`src/hdl/srle_pkg.sv`:
```
// srle_pkg: shared types and constants of the signed token run-length decoder
// used by srle_front, srle_back and signed_token_rle_decoder; no dependencies
`timescale 1ns / 1ps

package srle_pkg;

   // stream size limit, saturating count
   localparam int unsigned SIZE_W = 31;
   localparam logic [SIZE_W-1:0] SIZE_MAX = 31'h7fff_ffff;

   // run length of one descriptor
   localparam int unsigned COUNT_W = 16;

   // configuration port
   localparam int unsigned CSR_ADDR_W = 3;
   localparam int unsigned CSR_DATA_W = 32;
   localparam logic [CSR_ADDR_W-3:0] REG_EXPECTED_SIZE = 1'b0;

   // finishing status codes
   localparam logic [1:0] STATUS_MATCH    = 2'd0;
   localparam logic [1:0] STATUS_MISMATCH = 2'd1;
   localparam logic [1:0] STATUS_OVERFLOW = 2'd2;

   // classified word passed from front to back
   typedef struct packed {
      logic               emit;    // produces a result word
      logic               data;    // carries a run
      logic [7:0]         run_byte;
      logic [COUNT_W-1:0] count;
      logic               fin;     // stream ends here
      logic               clear;   // clear stream counters afterwards
   } op_type;

   // result word
   typedef struct packed {
      logic               has_data;
      logic [7:0]         out_byte;
      logic [COUNT_W-1:0] repeat_count;
      logic               finished;
      logic [1:0]         status;
      logic [SIZE_W-1:0]  total_size;
   } result_type;

endpackage

```
`src/hdl/srle_fifo.sv`:
```
// srle_fifo: small register-based first-in first-out queue of words
// generic storage used between the decoder stages; no package dependency
`timescale 1ns / 1ps

module srle_fifo #(
   parameter int unsigned WIDTH = 8,
   parameter int unsigned DEPTH = 2
) (
   input  logic             clock,
   input  logic             reset,
   input  logic             wr_en,
   input  logic [WIDTH-1:0] wr_data,
   input  logic             rd_en,
   output logic [WIDTH-1:0] rd_data,
   output logic             full,
   output logic             empty
);

   localparam int unsigned PTR_W = (DEPTH > 1) ? $clog2(DEPTH) : 1;
   localparam int unsigned CNT_W = $clog2(DEPTH + 1);
   localparam logic [PTR_W-1:0] LAST_PTR = PTR_W'(DEPTH - 1);
   localparam logic [CNT_W-1:0] FULL_CNT = CNT_W'(DEPTH);

   logic [WIDTH-1:0] store_ff [DEPTH];
   logic [PTR_W-1:0] wr_ptr_ff, wr_ptr_in;
   logic [PTR_W-1:0] rd_ptr_ff, rd_ptr_in;
   logic [CNT_W-1:0] count_ff, count_in;
   logic             do_wr, do_rd;

   assign full    = (count_ff == FULL_CNT);
   assign empty   = (count_ff == '0);
   assign do_wr   = wr_en & ~full;
   assign do_rd   = rd_en & ~empty;
   assign rd_data = store_ff[rd_ptr_ff];

   // pointer and fill count update
   always_comb begin
      wr_ptr_in = wr_ptr_ff;
      rd_ptr_in = rd_ptr_ff;
      count_in  = count_ff;
      if (do_wr) begin
         wr_ptr_in = (wr_ptr_ff == LAST_PTR) ? '0 : wr_ptr_ff + 1'b1;
      end
      if (do_rd) begin
         rd_ptr_in = (rd_ptr_ff == LAST_PTR) ? '0 : rd_ptr_ff + 1'b1;
      end
      if (do_wr & ~do_rd) begin
         count_in = count_ff + 1'b1;
      end else if (do_rd & ~do_wr) begin
         count_in = count_ff - 1'b1;
      end
   end

   always_ff @(posedge clock) begin
      if (reset) begin
         wr_ptr_ff <= '0;
         rd_ptr_ff <= '0;
         count_ff  <= '0;
      end else begin
         wr_ptr_ff <= wr_ptr_in;
         rd_ptr_ff <= rd_ptr_in;
         count_ff  <= count_in;
      end
   end

   // word storage, no reset
   always_ff @(posedge clock) begin
      if (do_wr) begin
         store_ff[wr_ptr_ff] <= wr_data;
      end
   end

endmodule

```
`src/hdl/srle_front.sv`:
```
// srle_front: token parser, turns run bytes, zero tokens and end marks into classified words
// depends on srle_pkg for op_type and widths
`timescale 1ns / 1ps

module srle_front (
   input  logic              clock,
   input  logic              reset,
   input  logic              take,
   input  logic [7:0]        in_byte,
   input  logic              end_of_input,
   output logic              op_push,
   output srle_pkg::op_type  op
);

   localparam logic [2:0] PH_TOK_LO = 3'd0;
   localparam logic [2:0] PH_TOK_HI = 3'd1;
   localparam logic [2:0] PH_FILL   = 3'd2;
   localparam logic [2:0] PH_LIT    = 3'd3;
   localparam logic [2:0] PH_DRAIN  = 3'd4;

   logic [2:0]                      phase_ff, phase_in;
   logic [7:0]                      token_low_ff, token_low_in;
   logic [14:0]                     literal_left_ff, literal_left_in;
   logic [srle_pkg::COUNT_W-1:0]    fill_count_ff, fill_count_in;
   logic [15:0]                     raw;
   logic [14:0]                     lit_next;

   assign raw      = {in_byte, token_low_ff};
   assign lit_next = literal_left_ff - 1'b1;

   // byte classification and parser state update
   always_comb begin
      phase_in        = phase_ff;
      token_low_in    = token_low_ff;
      literal_left_in = literal_left_ff;
      fill_count_in   = fill_count_ff;
      op              = '0;
      op.fin          = end_of_input;
      op.clear        = end_of_input;
      op.emit         = end_of_input;
      op_push         = 1'b0;

      case (phase_ff)
         PH_TOK_HI: begin
            if (raw == '0) begin
               op.fin   = 1'b1;
               op.emit  = 1'b1;
               phase_in = PH_DRAIN;
            end else if (raw[15]) begin
               fill_count_in = ~raw + 1'b1;
               phase_in      = PH_FILL;
            end else begin
               literal_left_in = raw[14:0];
               phase_in        = PH_LIT;
            end
         end
         PH_FILL: begin
            op.emit       = 1'b1;
            op.data       = 1'b1;
            op.run_byte   = in_byte;
            op.count      = fill_count_ff;
            fill_count_in = '0;
            phase_in      = PH_TOK_LO;
         end
         PH_LIT: begin
            op.emit         = 1'b1;
            op.data         = 1'b1;
            op.run_byte     = in_byte;
            op.count        = srle_pkg::COUNT_W'(1);
            literal_left_in = lit_next;
            if (lit_next == '0) begin
               phase_in = PH_TOK_LO;
            end
         end
         PH_DRAIN: begin
            // discarded bytes, only the end mark matters
            op.fin  = 1'b0;
            op.emit = 1'b0;
         end
         default: begin
            token_low_in = in_byte;
            phase_in     = PH_TOK_HI;
         end
      endcase

      // end of packed stream clears the parser
      if (end_of_input) begin
         phase_in        = PH_TOK_LO;
         token_low_in    = '0;
         literal_left_in = '0;
         fill_count_in   = '0;
      end

      op_push = take & (op.emit | op.clear);
   end

   always_ff @(posedge clock) begin
      if (reset) begin
         phase_ff        <= PH_TOK_LO;
         token_low_ff    <= '0;
         literal_left_ff <= '0;
         fill_count_ff   <= '0;
      end else if (take) begin
         phase_ff        <= phase_in;
         token_low_ff    <= token_low_in;
         literal_left_ff <= literal_left_in;
         fill_count_ff   <= fill_count_in;
      end
   end

endmodule

```
`src/hdl/srle_back.sv`:
```
// srle_back: size accounting, saturation and finishing status per word
// depends on srle_pkg for op_type, result_type and status codes
`timescale 1ns / 1ps

module srle_back (
   input  logic                          clock,
   input  logic                          reset,
   input  logic                          op_valid,
   input  srle_pkg::op_type              op,
   input  logic                          res_full,
   input  logic [srle_pkg::SIZE_W-1:0]   expected_size,
   output logic                          op_pop,
   output logic                          res_push,
   output srle_pkg::result_type          res
);

   logic [srle_pkg::SIZE_W-1:0] total_ff, total_in;
   logic                        ovf_ff, ovf_in;
   logic [srle_pkg::SIZE_W:0]   sum;
   logic [srle_pkg::SIZE_W-1:0] new_total;
   logic                        new_ovf;

   assign op_pop   = op_valid & ~res_full;
   assign res_push = op_pop & op.emit;

   // saturating add of the run length
   always_comb begin
      sum = {1'b0, total_ff};
      if (op.data) begin
         sum = {1'b0, total_ff} + (srle_pkg::SIZE_W + 1)'(op.count);
      end
      new_ovf   = ovf_ff | sum[srle_pkg::SIZE_W];
      new_total = sum[srle_pkg::SIZE_W] ? srle_pkg::SIZE_MAX : sum[srle_pkg::SIZE_W-1:0];
   end

   // result word
   always_comb begin
      res              = '0;
      res.has_data     = op.data;
      res.out_byte     = op.run_byte;
      res.repeat_count = op.count;
      res.finished     = op.fin;
      res.total_size   = new_total;
      if (op.fin) begin
         if (new_ovf) begin
            res.status = srle_pkg::STATUS_OVERFLOW;
         end else if (new_total == expected_size) begin
            res.status = srle_pkg::STATUS_MATCH;
         end else begin
            res.status = srle_pkg::STATUS_MISMATCH;
         end
      end
   end

   // stream counters, cleared at the end of a packed stream
   always_comb begin
      total_in = total_ff;
      ovf_in   = ovf_ff;
      if (op_pop) begin
         total_in = op.clear ? '0 : new_total;
         ovf_in   = op.clear ? 1'b0 : new_ovf;
      end
   end

   always_ff @(posedge clock) begin
      if (reset) begin
         total_ff <= '0;
         ovf_ff   <= 1'b0;
      end else begin
         total_ff <= total_in;
         ovf_ff   <= ovf_in;
      end
   end

endmodule

```
`src/hdl/signed_token_rle_decoder.sv`:
```
// signed_token_rle_decoder: one packed byte accepted per cycle while full is low, sustained rate 1 word/cycle
// a result is registered in the front-to-back queue, then in the result queue, before it is at the head
// front parser classifies in the accepting cycle, back size accounting is combinational on the queue head
// input stalls only while the front-to-back queue is full behind a full result queue
// synchronous active-high reset clears parser, counters, queues and expected_size
// depends on srle_pkg, srle_front, srle_back and srle_fifo
`timescale 1ns / 1ps

module signed_token_rle_decoder #(
   parameter int unsigned MID_DEPTH = 4,
   parameter int unsigned OUT_DEPTH = 2
) (
   input  logic                              clock,
   input  logic                              reset,
   // input byte queue side
   input  logic                              push,
   output logic                              full,
   input  logic [7:0]                        req_in_byte,
   input  logic                              req_end_of_input,
   // result queue side
   output logic                              empty,
   input  logic                              pop,
   output logic                              rsp_has_data,
   output logic [7:0]                        rsp_out_byte,
   output logic [srle_pkg::COUNT_W-1:0]      rsp_repeat_count,
   output logic                              rsp_finished,
   output logic [1:0]                        rsp_status,
   output logic [srle_pkg::SIZE_W-1:0]       rsp_total_size,
   // configuration port
   input  logic                              psel,
   input  logic                              penable,
   input  logic                              pwrite,
   input  logic [srle_pkg::CSR_ADDR_W-1:0]   paddr,
   input  logic [srle_pkg::CSR_DATA_W-1:0]   pwdata,
   output logic [srle_pkg::CSR_DATA_W-1:0]   prdata,
   output logic                              pready
);

   localparam int unsigned OP_W  = $bits(srle_pkg::op_type);
   localparam int unsigned RES_W = $bits(srle_pkg::result_type);

   logic [srle_pkg::SIZE_W-1:0] expected_ff;
   logic                        reg_hit;
   logic                        take;
   logic                        op_push;
   srle_pkg::op_type            op_front;
   logic [OP_W-1:0]             op_head_bits;
   srle_pkg::op_type            op_head;
   logic                        mid_full, mid_empty;
   logic                        op_pop;
   logic                        res_push;
   srle_pkg::result_type        res_back;
   logic [RES_W-1:0]            res_head_bits;
   srle_pkg::result_type        res_head;
   logic                        res_full;

   // configuration register
   assign pready  = 1'b1;
   assign reg_hit = (paddr[srle_pkg::CSR_ADDR_W-1:2] == srle_pkg::REG_EXPECTED_SIZE);
   assign prdata  = reg_hit ? {1'b0, expected_ff} : '0;

   always_ff @(posedge clock) begin
      if (reset) begin
         expected_ff <= '0;
      end else if (psel & penable & pwrite & pready & reg_hit) begin
         expected_ff <= pwdata[srle_pkg::SIZE_W-1:0];
      end
   end

   // front: token parsing
   assign full = mid_full;
   assign take = push & ~mid_full;

   srle_front u_front (
      .clock        (clock),
      .reset        (reset),
      .take         (take),
      .in_byte      (req_in_byte),
      .end_of_input (req_end_of_input),
      .op_push      (op_push),
      .op           (op_front)
   );

   srle_fifo #(
      .WIDTH (OP_W),
      .DEPTH (MID_DEPTH)
   ) u_mid_fifo (
      .clock   (clock),
      .reset   (reset),
      .wr_en   (op_push),
      .wr_data (op_front),
      .rd_en   (op_pop),
      .rd_data (op_head_bits),
      .full    (mid_full),
      .empty   (mid_empty)
   );

   assign op_head = op_head_bits;

   // back: size accounting and status
   srle_back u_back (
      .clock         (clock),
      .reset         (reset),
      .op_valid      (~mid_empty),
      .op            (op_head),
      .res_full      (res_full),
      .expected_size (expected_ff),
      .op_pop        (op_pop),
      .res_push      (res_push),
      .res           (res_back)
   );

   srle_fifo #(
      .WIDTH (RES_W),
      .DEPTH (OUT_DEPTH)
   ) u_out_fifo (
      .clock   (clock),
      .reset   (reset),
      .wr_en   (res_push),
      .wr_data (res_back),
      .rd_en   (pop),
      .rd_data (res_head_bits),
      .full    (res_full),
      .empty   (empty)
   );

   // result word fields
   assign res_head         = res_head_bits;
   assign rsp_has_data     = res_head.has_data;
   assign rsp_out_byte     = res_head.out_byte;
   assign rsp_repeat_count = res_head.repeat_count;
   assign rsp_finished     = res_head.finished;
   assign rsp_status       = res_head.status;
   assign rsp_total_size   = res_head.total_size;

endmodule

```
`config.mk`:
```
export PLATFORM = sky130hd
export DESIGN_NAME = signed_token_rle_decoder
export DESIGN_NICKNAME = d
export VERILOG_FILES = /design/src/hdl/srle_pkg.sv /design/src/hdl/srle_fifo.sv /design/src/hdl/srle_front.sv /design/src/hdl/srle_back.sv /design/src/hdl/signed_token_rle_decoder.sv
export SDC_FILE = /design/constraint.sdc
export NUM_CORES = 1
export LEC_CHECK = 0
export ABC_AREA = 1
export ABC_CLOCK_PERIOD_IN_PS = 7100
export BUFFER_PORTS_ARGS = -buffer_cell sky130_fd_sc_hd__buf_2
export CORE_MARGIN = 1
export CORE_UTILIZATION = 55
export CTS_CLUSTER_SIZE = 30
export DETAILED_ROUTE_END_ITERATION = 10
export PLACE_DENSITY = 0.73
export SKIP_CTS_REPAIR_TIMING = 1
export SLEW_MARGIN = 10
export SYNTH_ARGS = -nofsm -noshare
export SYNTH_HDL_FRONTEND = slang
export SYNTH_SLANG_ARGS = --single-unit
export TNS_END_PERCENT = 100
```
`constraint.sdc`:
```
create_clock -name clock -period 7.1 [get_ports clock]
set_clock_uncertainty 0.15 [all_clocks]
set_input_delay 0.355 -clock clock [delete_from_list [all_inputs] [get_ports clock]]
set_output_delay 0.355 -clock clock [all_outputs]
set_load 0.005 [all_outputs]
```
==> flow_summary_export.csv <==
group,metric,value,unit
global_route,grt_pass1_wl,62.4,mm
placement,port_buffers,139,
cts,clock_sinks,349,
yosys,synth-async-reset-ratio,0,%
floorplan,die_h,176,um
detailed_routing,drtIter0Drc,1086,
cts,cts_made_buffers,37,
yosys,synth_top_area_share,41.5,%
setup_path,start_kind,"register",
cts,clk_path_buf_depth,3,
floorplan,coreArea,0.0297,mm2
cells_and_area,multiInputGateArea,0.00635,mm2
cts,tritoncts,"done",
setup_path,endpoint_kind,"register",
yosys,syn_inst,1781,
flow_run,drv_cap,0,
sta,fmax,0.199,GHz
detailed_routing,drcViolationCount,0,
outcome,violations,"negative hold slack",
sta,period_needed,5010,ps
yosys,synth_area_leaders,"edfxtp_1 41%, dfxtp_1 14%, nand2_1 7.7%",
pwr,p_per_area,391,mW/mm2
sta,rsz0062_at_grt,"false",
cells_and_area,instances_no_fill,2321,
setup_path,cp.required,7220,ps
placement,dp_cells,2243,
yosys,yosys-top-cells-count,"342 x nand2_1, 230 x edfxtp_1, 211 x nor2_1",
pwr,p_sw,2.62,mW
cts,cts-root-buf,"clkbuf_16",
yosys,synth_cell_types,52,
placement,gp_congestion,0.922,
pwr,p_leak,7.59,nW
floorplan,die_x,176,um
sta,slew_violations,0,
setup_path,crit_chain,"buf_4 > inv_1 > o21ai_0 > o22ai_1 > ha_1 > a21oi_1 > nand2_1 > inv_1 > nand2_1 > nand2_1 > nand3_4 > nand2_8 > nand3_2 > nand2_1 > nand2_1 > a21oi_1 > nand2_1 > nor2_1 > nand2_1 > nor2_1 > nor2_1",
detailed_routing,wl_per_cell,17.0,um
cells_and_area,diodes,0,
global_route,overflow,0,
cells_and_area,register_area,0.00929,mm2
pwr,p_int,4.81,mW
yosys,yosysWarnings,0,
yosys,synth_most_common_cell,"nand2_1",
placement,hpwl,26.1,mm
pwr,pwr-share-clk,27.2,%
pwr,switching_share,35.3,%
floorplan,rows,63,
cells_and_area,final_layout_size_suffix_gt1_share,16.8,%
detailed_routing,ant_nets,0,
hold_path,hold_path_class,"in -> reg",
setup_path,arrival,5130,ps
floorplan,dieArea,0.0310,mm2
setup_path,cp_slowest_cell,"inv_1",
global_route,first_global_vias,11914,
cts,htreeDepth,2,
global_route,grt_start_max_net_pins,63,
setup_path,crit_top_cell,"nand2_1",
cts,worstSkewPairLatency,520,ps
cells_and_area,num-fill-cells,2375,
yosys,syn_avg_cell_area,9.35,um2
cts,clk_pin_slew,60,ps
sta,timing.hold.ws,-29.6,ps
cells_and_area,area_growth,14.1,%
yosys,synth.net_count,1860,
setup_path,worstPathMaxFanout,45,
cells_and_area,fin_nets,1982,
sta,tightest_slew,1170,ps
setup_path,path_class,"reg -> reg",
yosys,synth-seq-cells,349,
pwr,totalPowerFinal,7.43,mW
sta,final.setup.tns,0,ps
sta,hold_violations,13,
floorplan,io_pins,145,
pwr,ir_worst_vdd,0.249,mV
detailed_routing,wl,39.3,mm
pwr,combPwrFrac,34.6,%
yosys,synth_edf_count,230,
yosys,synth_area,0.0167,mm2
global_route,track_usage,25.6,%
pwr,seqPwrFrac,38.3,%
detailed_routing,drtPass1Iterations,6,
detailed_routing,dr_total_vias,12719,
setup_path,max_stage_delay,700,ps
outcome,run_status,"complete, but fails checks",
cells_and_area,final_core_util,63.9,%
sta,timing.final.crit_share,70.6,%
floorplan,start_util,56.0,%
sta,slew_headroom,22.1,%
global_route,antenna_found_initial,0,
sta,setup_viol,0,
yosys,ys.flop_type,"edfxtp_1",
detailed_routing,vias_per_cell,5.48,
yosys,seq_area_frac_synth,55.8,%
yosys,yosys.area.top_type,"edfxtp_1",
[critical path, delay by kind of cell (launching register included)]
family                     cells  cell delay (ps)
AOI/OAI and AO/OA              4             1250
adders and majority gates      1              390
buffers and inverters          3              990
DFF                            1              300
and+or+nand+nor               13             1660
[sequential cells by signal, indices dropped and copies added (netlist names), named ones only]
register	count
expected_ff	31
u_back.ovf_ff	1
u_back.total_ff	31
u_front.fill_count_ff	16
u_front.literal_left_ff	15
u_front.phase_ff	3
u_front.token_low_ff	8
u_mid_fifo.count_ff	3
u_mid_fifo.rd_ptr_ff	2
u_mid_fifo.store_ff	112
u_mid_fifo.wr_ptr_ff	2
u_out_fifo.count_ff	2
u_out_fifo.rd_ptr_ff	1
u_out_fifo.store_ff	118
u_out_fifo.wr_ptr_ff	1
[cell type report]
class	instances	area share (%)
clock buffers	49	5.60
well taps	390	2.57
multi-input cells	1169	33.4
flip-flops and latches	349	48.9
clock inverters	18	1.19
repair buffers	162	4.71
inverters	184	3.63
[cell usage in the layout, fill, tap and decap left out, types with 3 or more instances in the layout]
| cell type | n |
|---|---|
| clkinv_2 | 7 |
| nor3_1 | 11 |
| nand3_1 | 65 |
| a211oi_1 | 27 |
| nand2_1 | 342 |
| inv_1 | 181 |
| clkbuf_16 | 39 |
| nand2_2 | 8 |
| nand3b_1 | 13 |
| bufinv_16 | 5 |
| clkinv_1 | 3 |
| a21oi_1 | 121 |
| buf_4 | 12 |
| o22ai_1 | 26 |
| dlygate4sd3_1 | 11 |
| a31oi_1 | 12 |
| o21ai_0 | 124 |
| clkbuf_8 | 5 |
| mux2_2 | 59 |
| clkbuf_1 | 5 |
| mux2i_1 | 3 |
| nor2_1 | 205 |
| xor2_1 | 23 |
| dfxtp_1 | 118 |
| or2_2 | 5 |
| ha_1 | 26 |
| nand4_1 | 38 |
| edfxtp_1 | 230 |
| nand3_2 | 21 |
| buf_2 | 139 |
| nor2_4 | 7 |
[layer usage]
metal	global-route usage (%)	part of all wire, %	vias up
met3	2.95	5.1	47
met4	7.10	2.3	0
li1	-	-	6325
met5	0	0	-
met2	41.5	46	367
met1	36.3	47	5980
[power by group through the flow]
stage / clock network [mW] / registers, mW / logic [mW]
CTS: 2.05 / 2.84 / 2.56
global placement: 0 / 2.87 / 2.50
finish: 2.02 / 2.84 / 2.57
floorplan: 0 / 2.86 / 1.77
detailed placement: 0 / 2.89 / 2.55
global route: 2.14 / 2.88 / 2.85
[metrics by stage]
step / cell area [um2] / worst slack [ps]
floorplan: 16700 / 2940
global placement: 17600 / 2150
detailed placement: 17600 / 2170
CTS: 18900 / 2110
global route: 19000 / 1720
finish: 19000 / 2090
[cells by family (layout without fill, tap and decap cells)]
kind of cell / after synthesis / in the layout / share of synthesized area [%]
buf+inv: 263 / 413 / 6.42
other cells: 2 / 2 / 0.0451
mux: 62 / 62 / 4.17
compound gates: 322 / 322 / 10.6
fa+ha+maj: 28 / 28 / 2.19
xor+xnor: 24 / 24 / 1.26
flops: 349 / 349 / 55.8
simple gates: 731 / 731 / 19.5
[final timing paths]
path	start	to	slack (ps)	cells after the start
setup / recovery	register	u_out_fifo.store_ff[1][31]	2090	21
hold / removal	pwdata[13]	expected_ff[13]	-30	3
setup reg to reg	register	u_out_fifo.store_ff[1][31]	2090	21
hold reg to reg	u_front.fill_count_ff[0]	u_front.fill_count_ff[0]	320	2
Note: power is estimated with default switching activity, not from simulation.
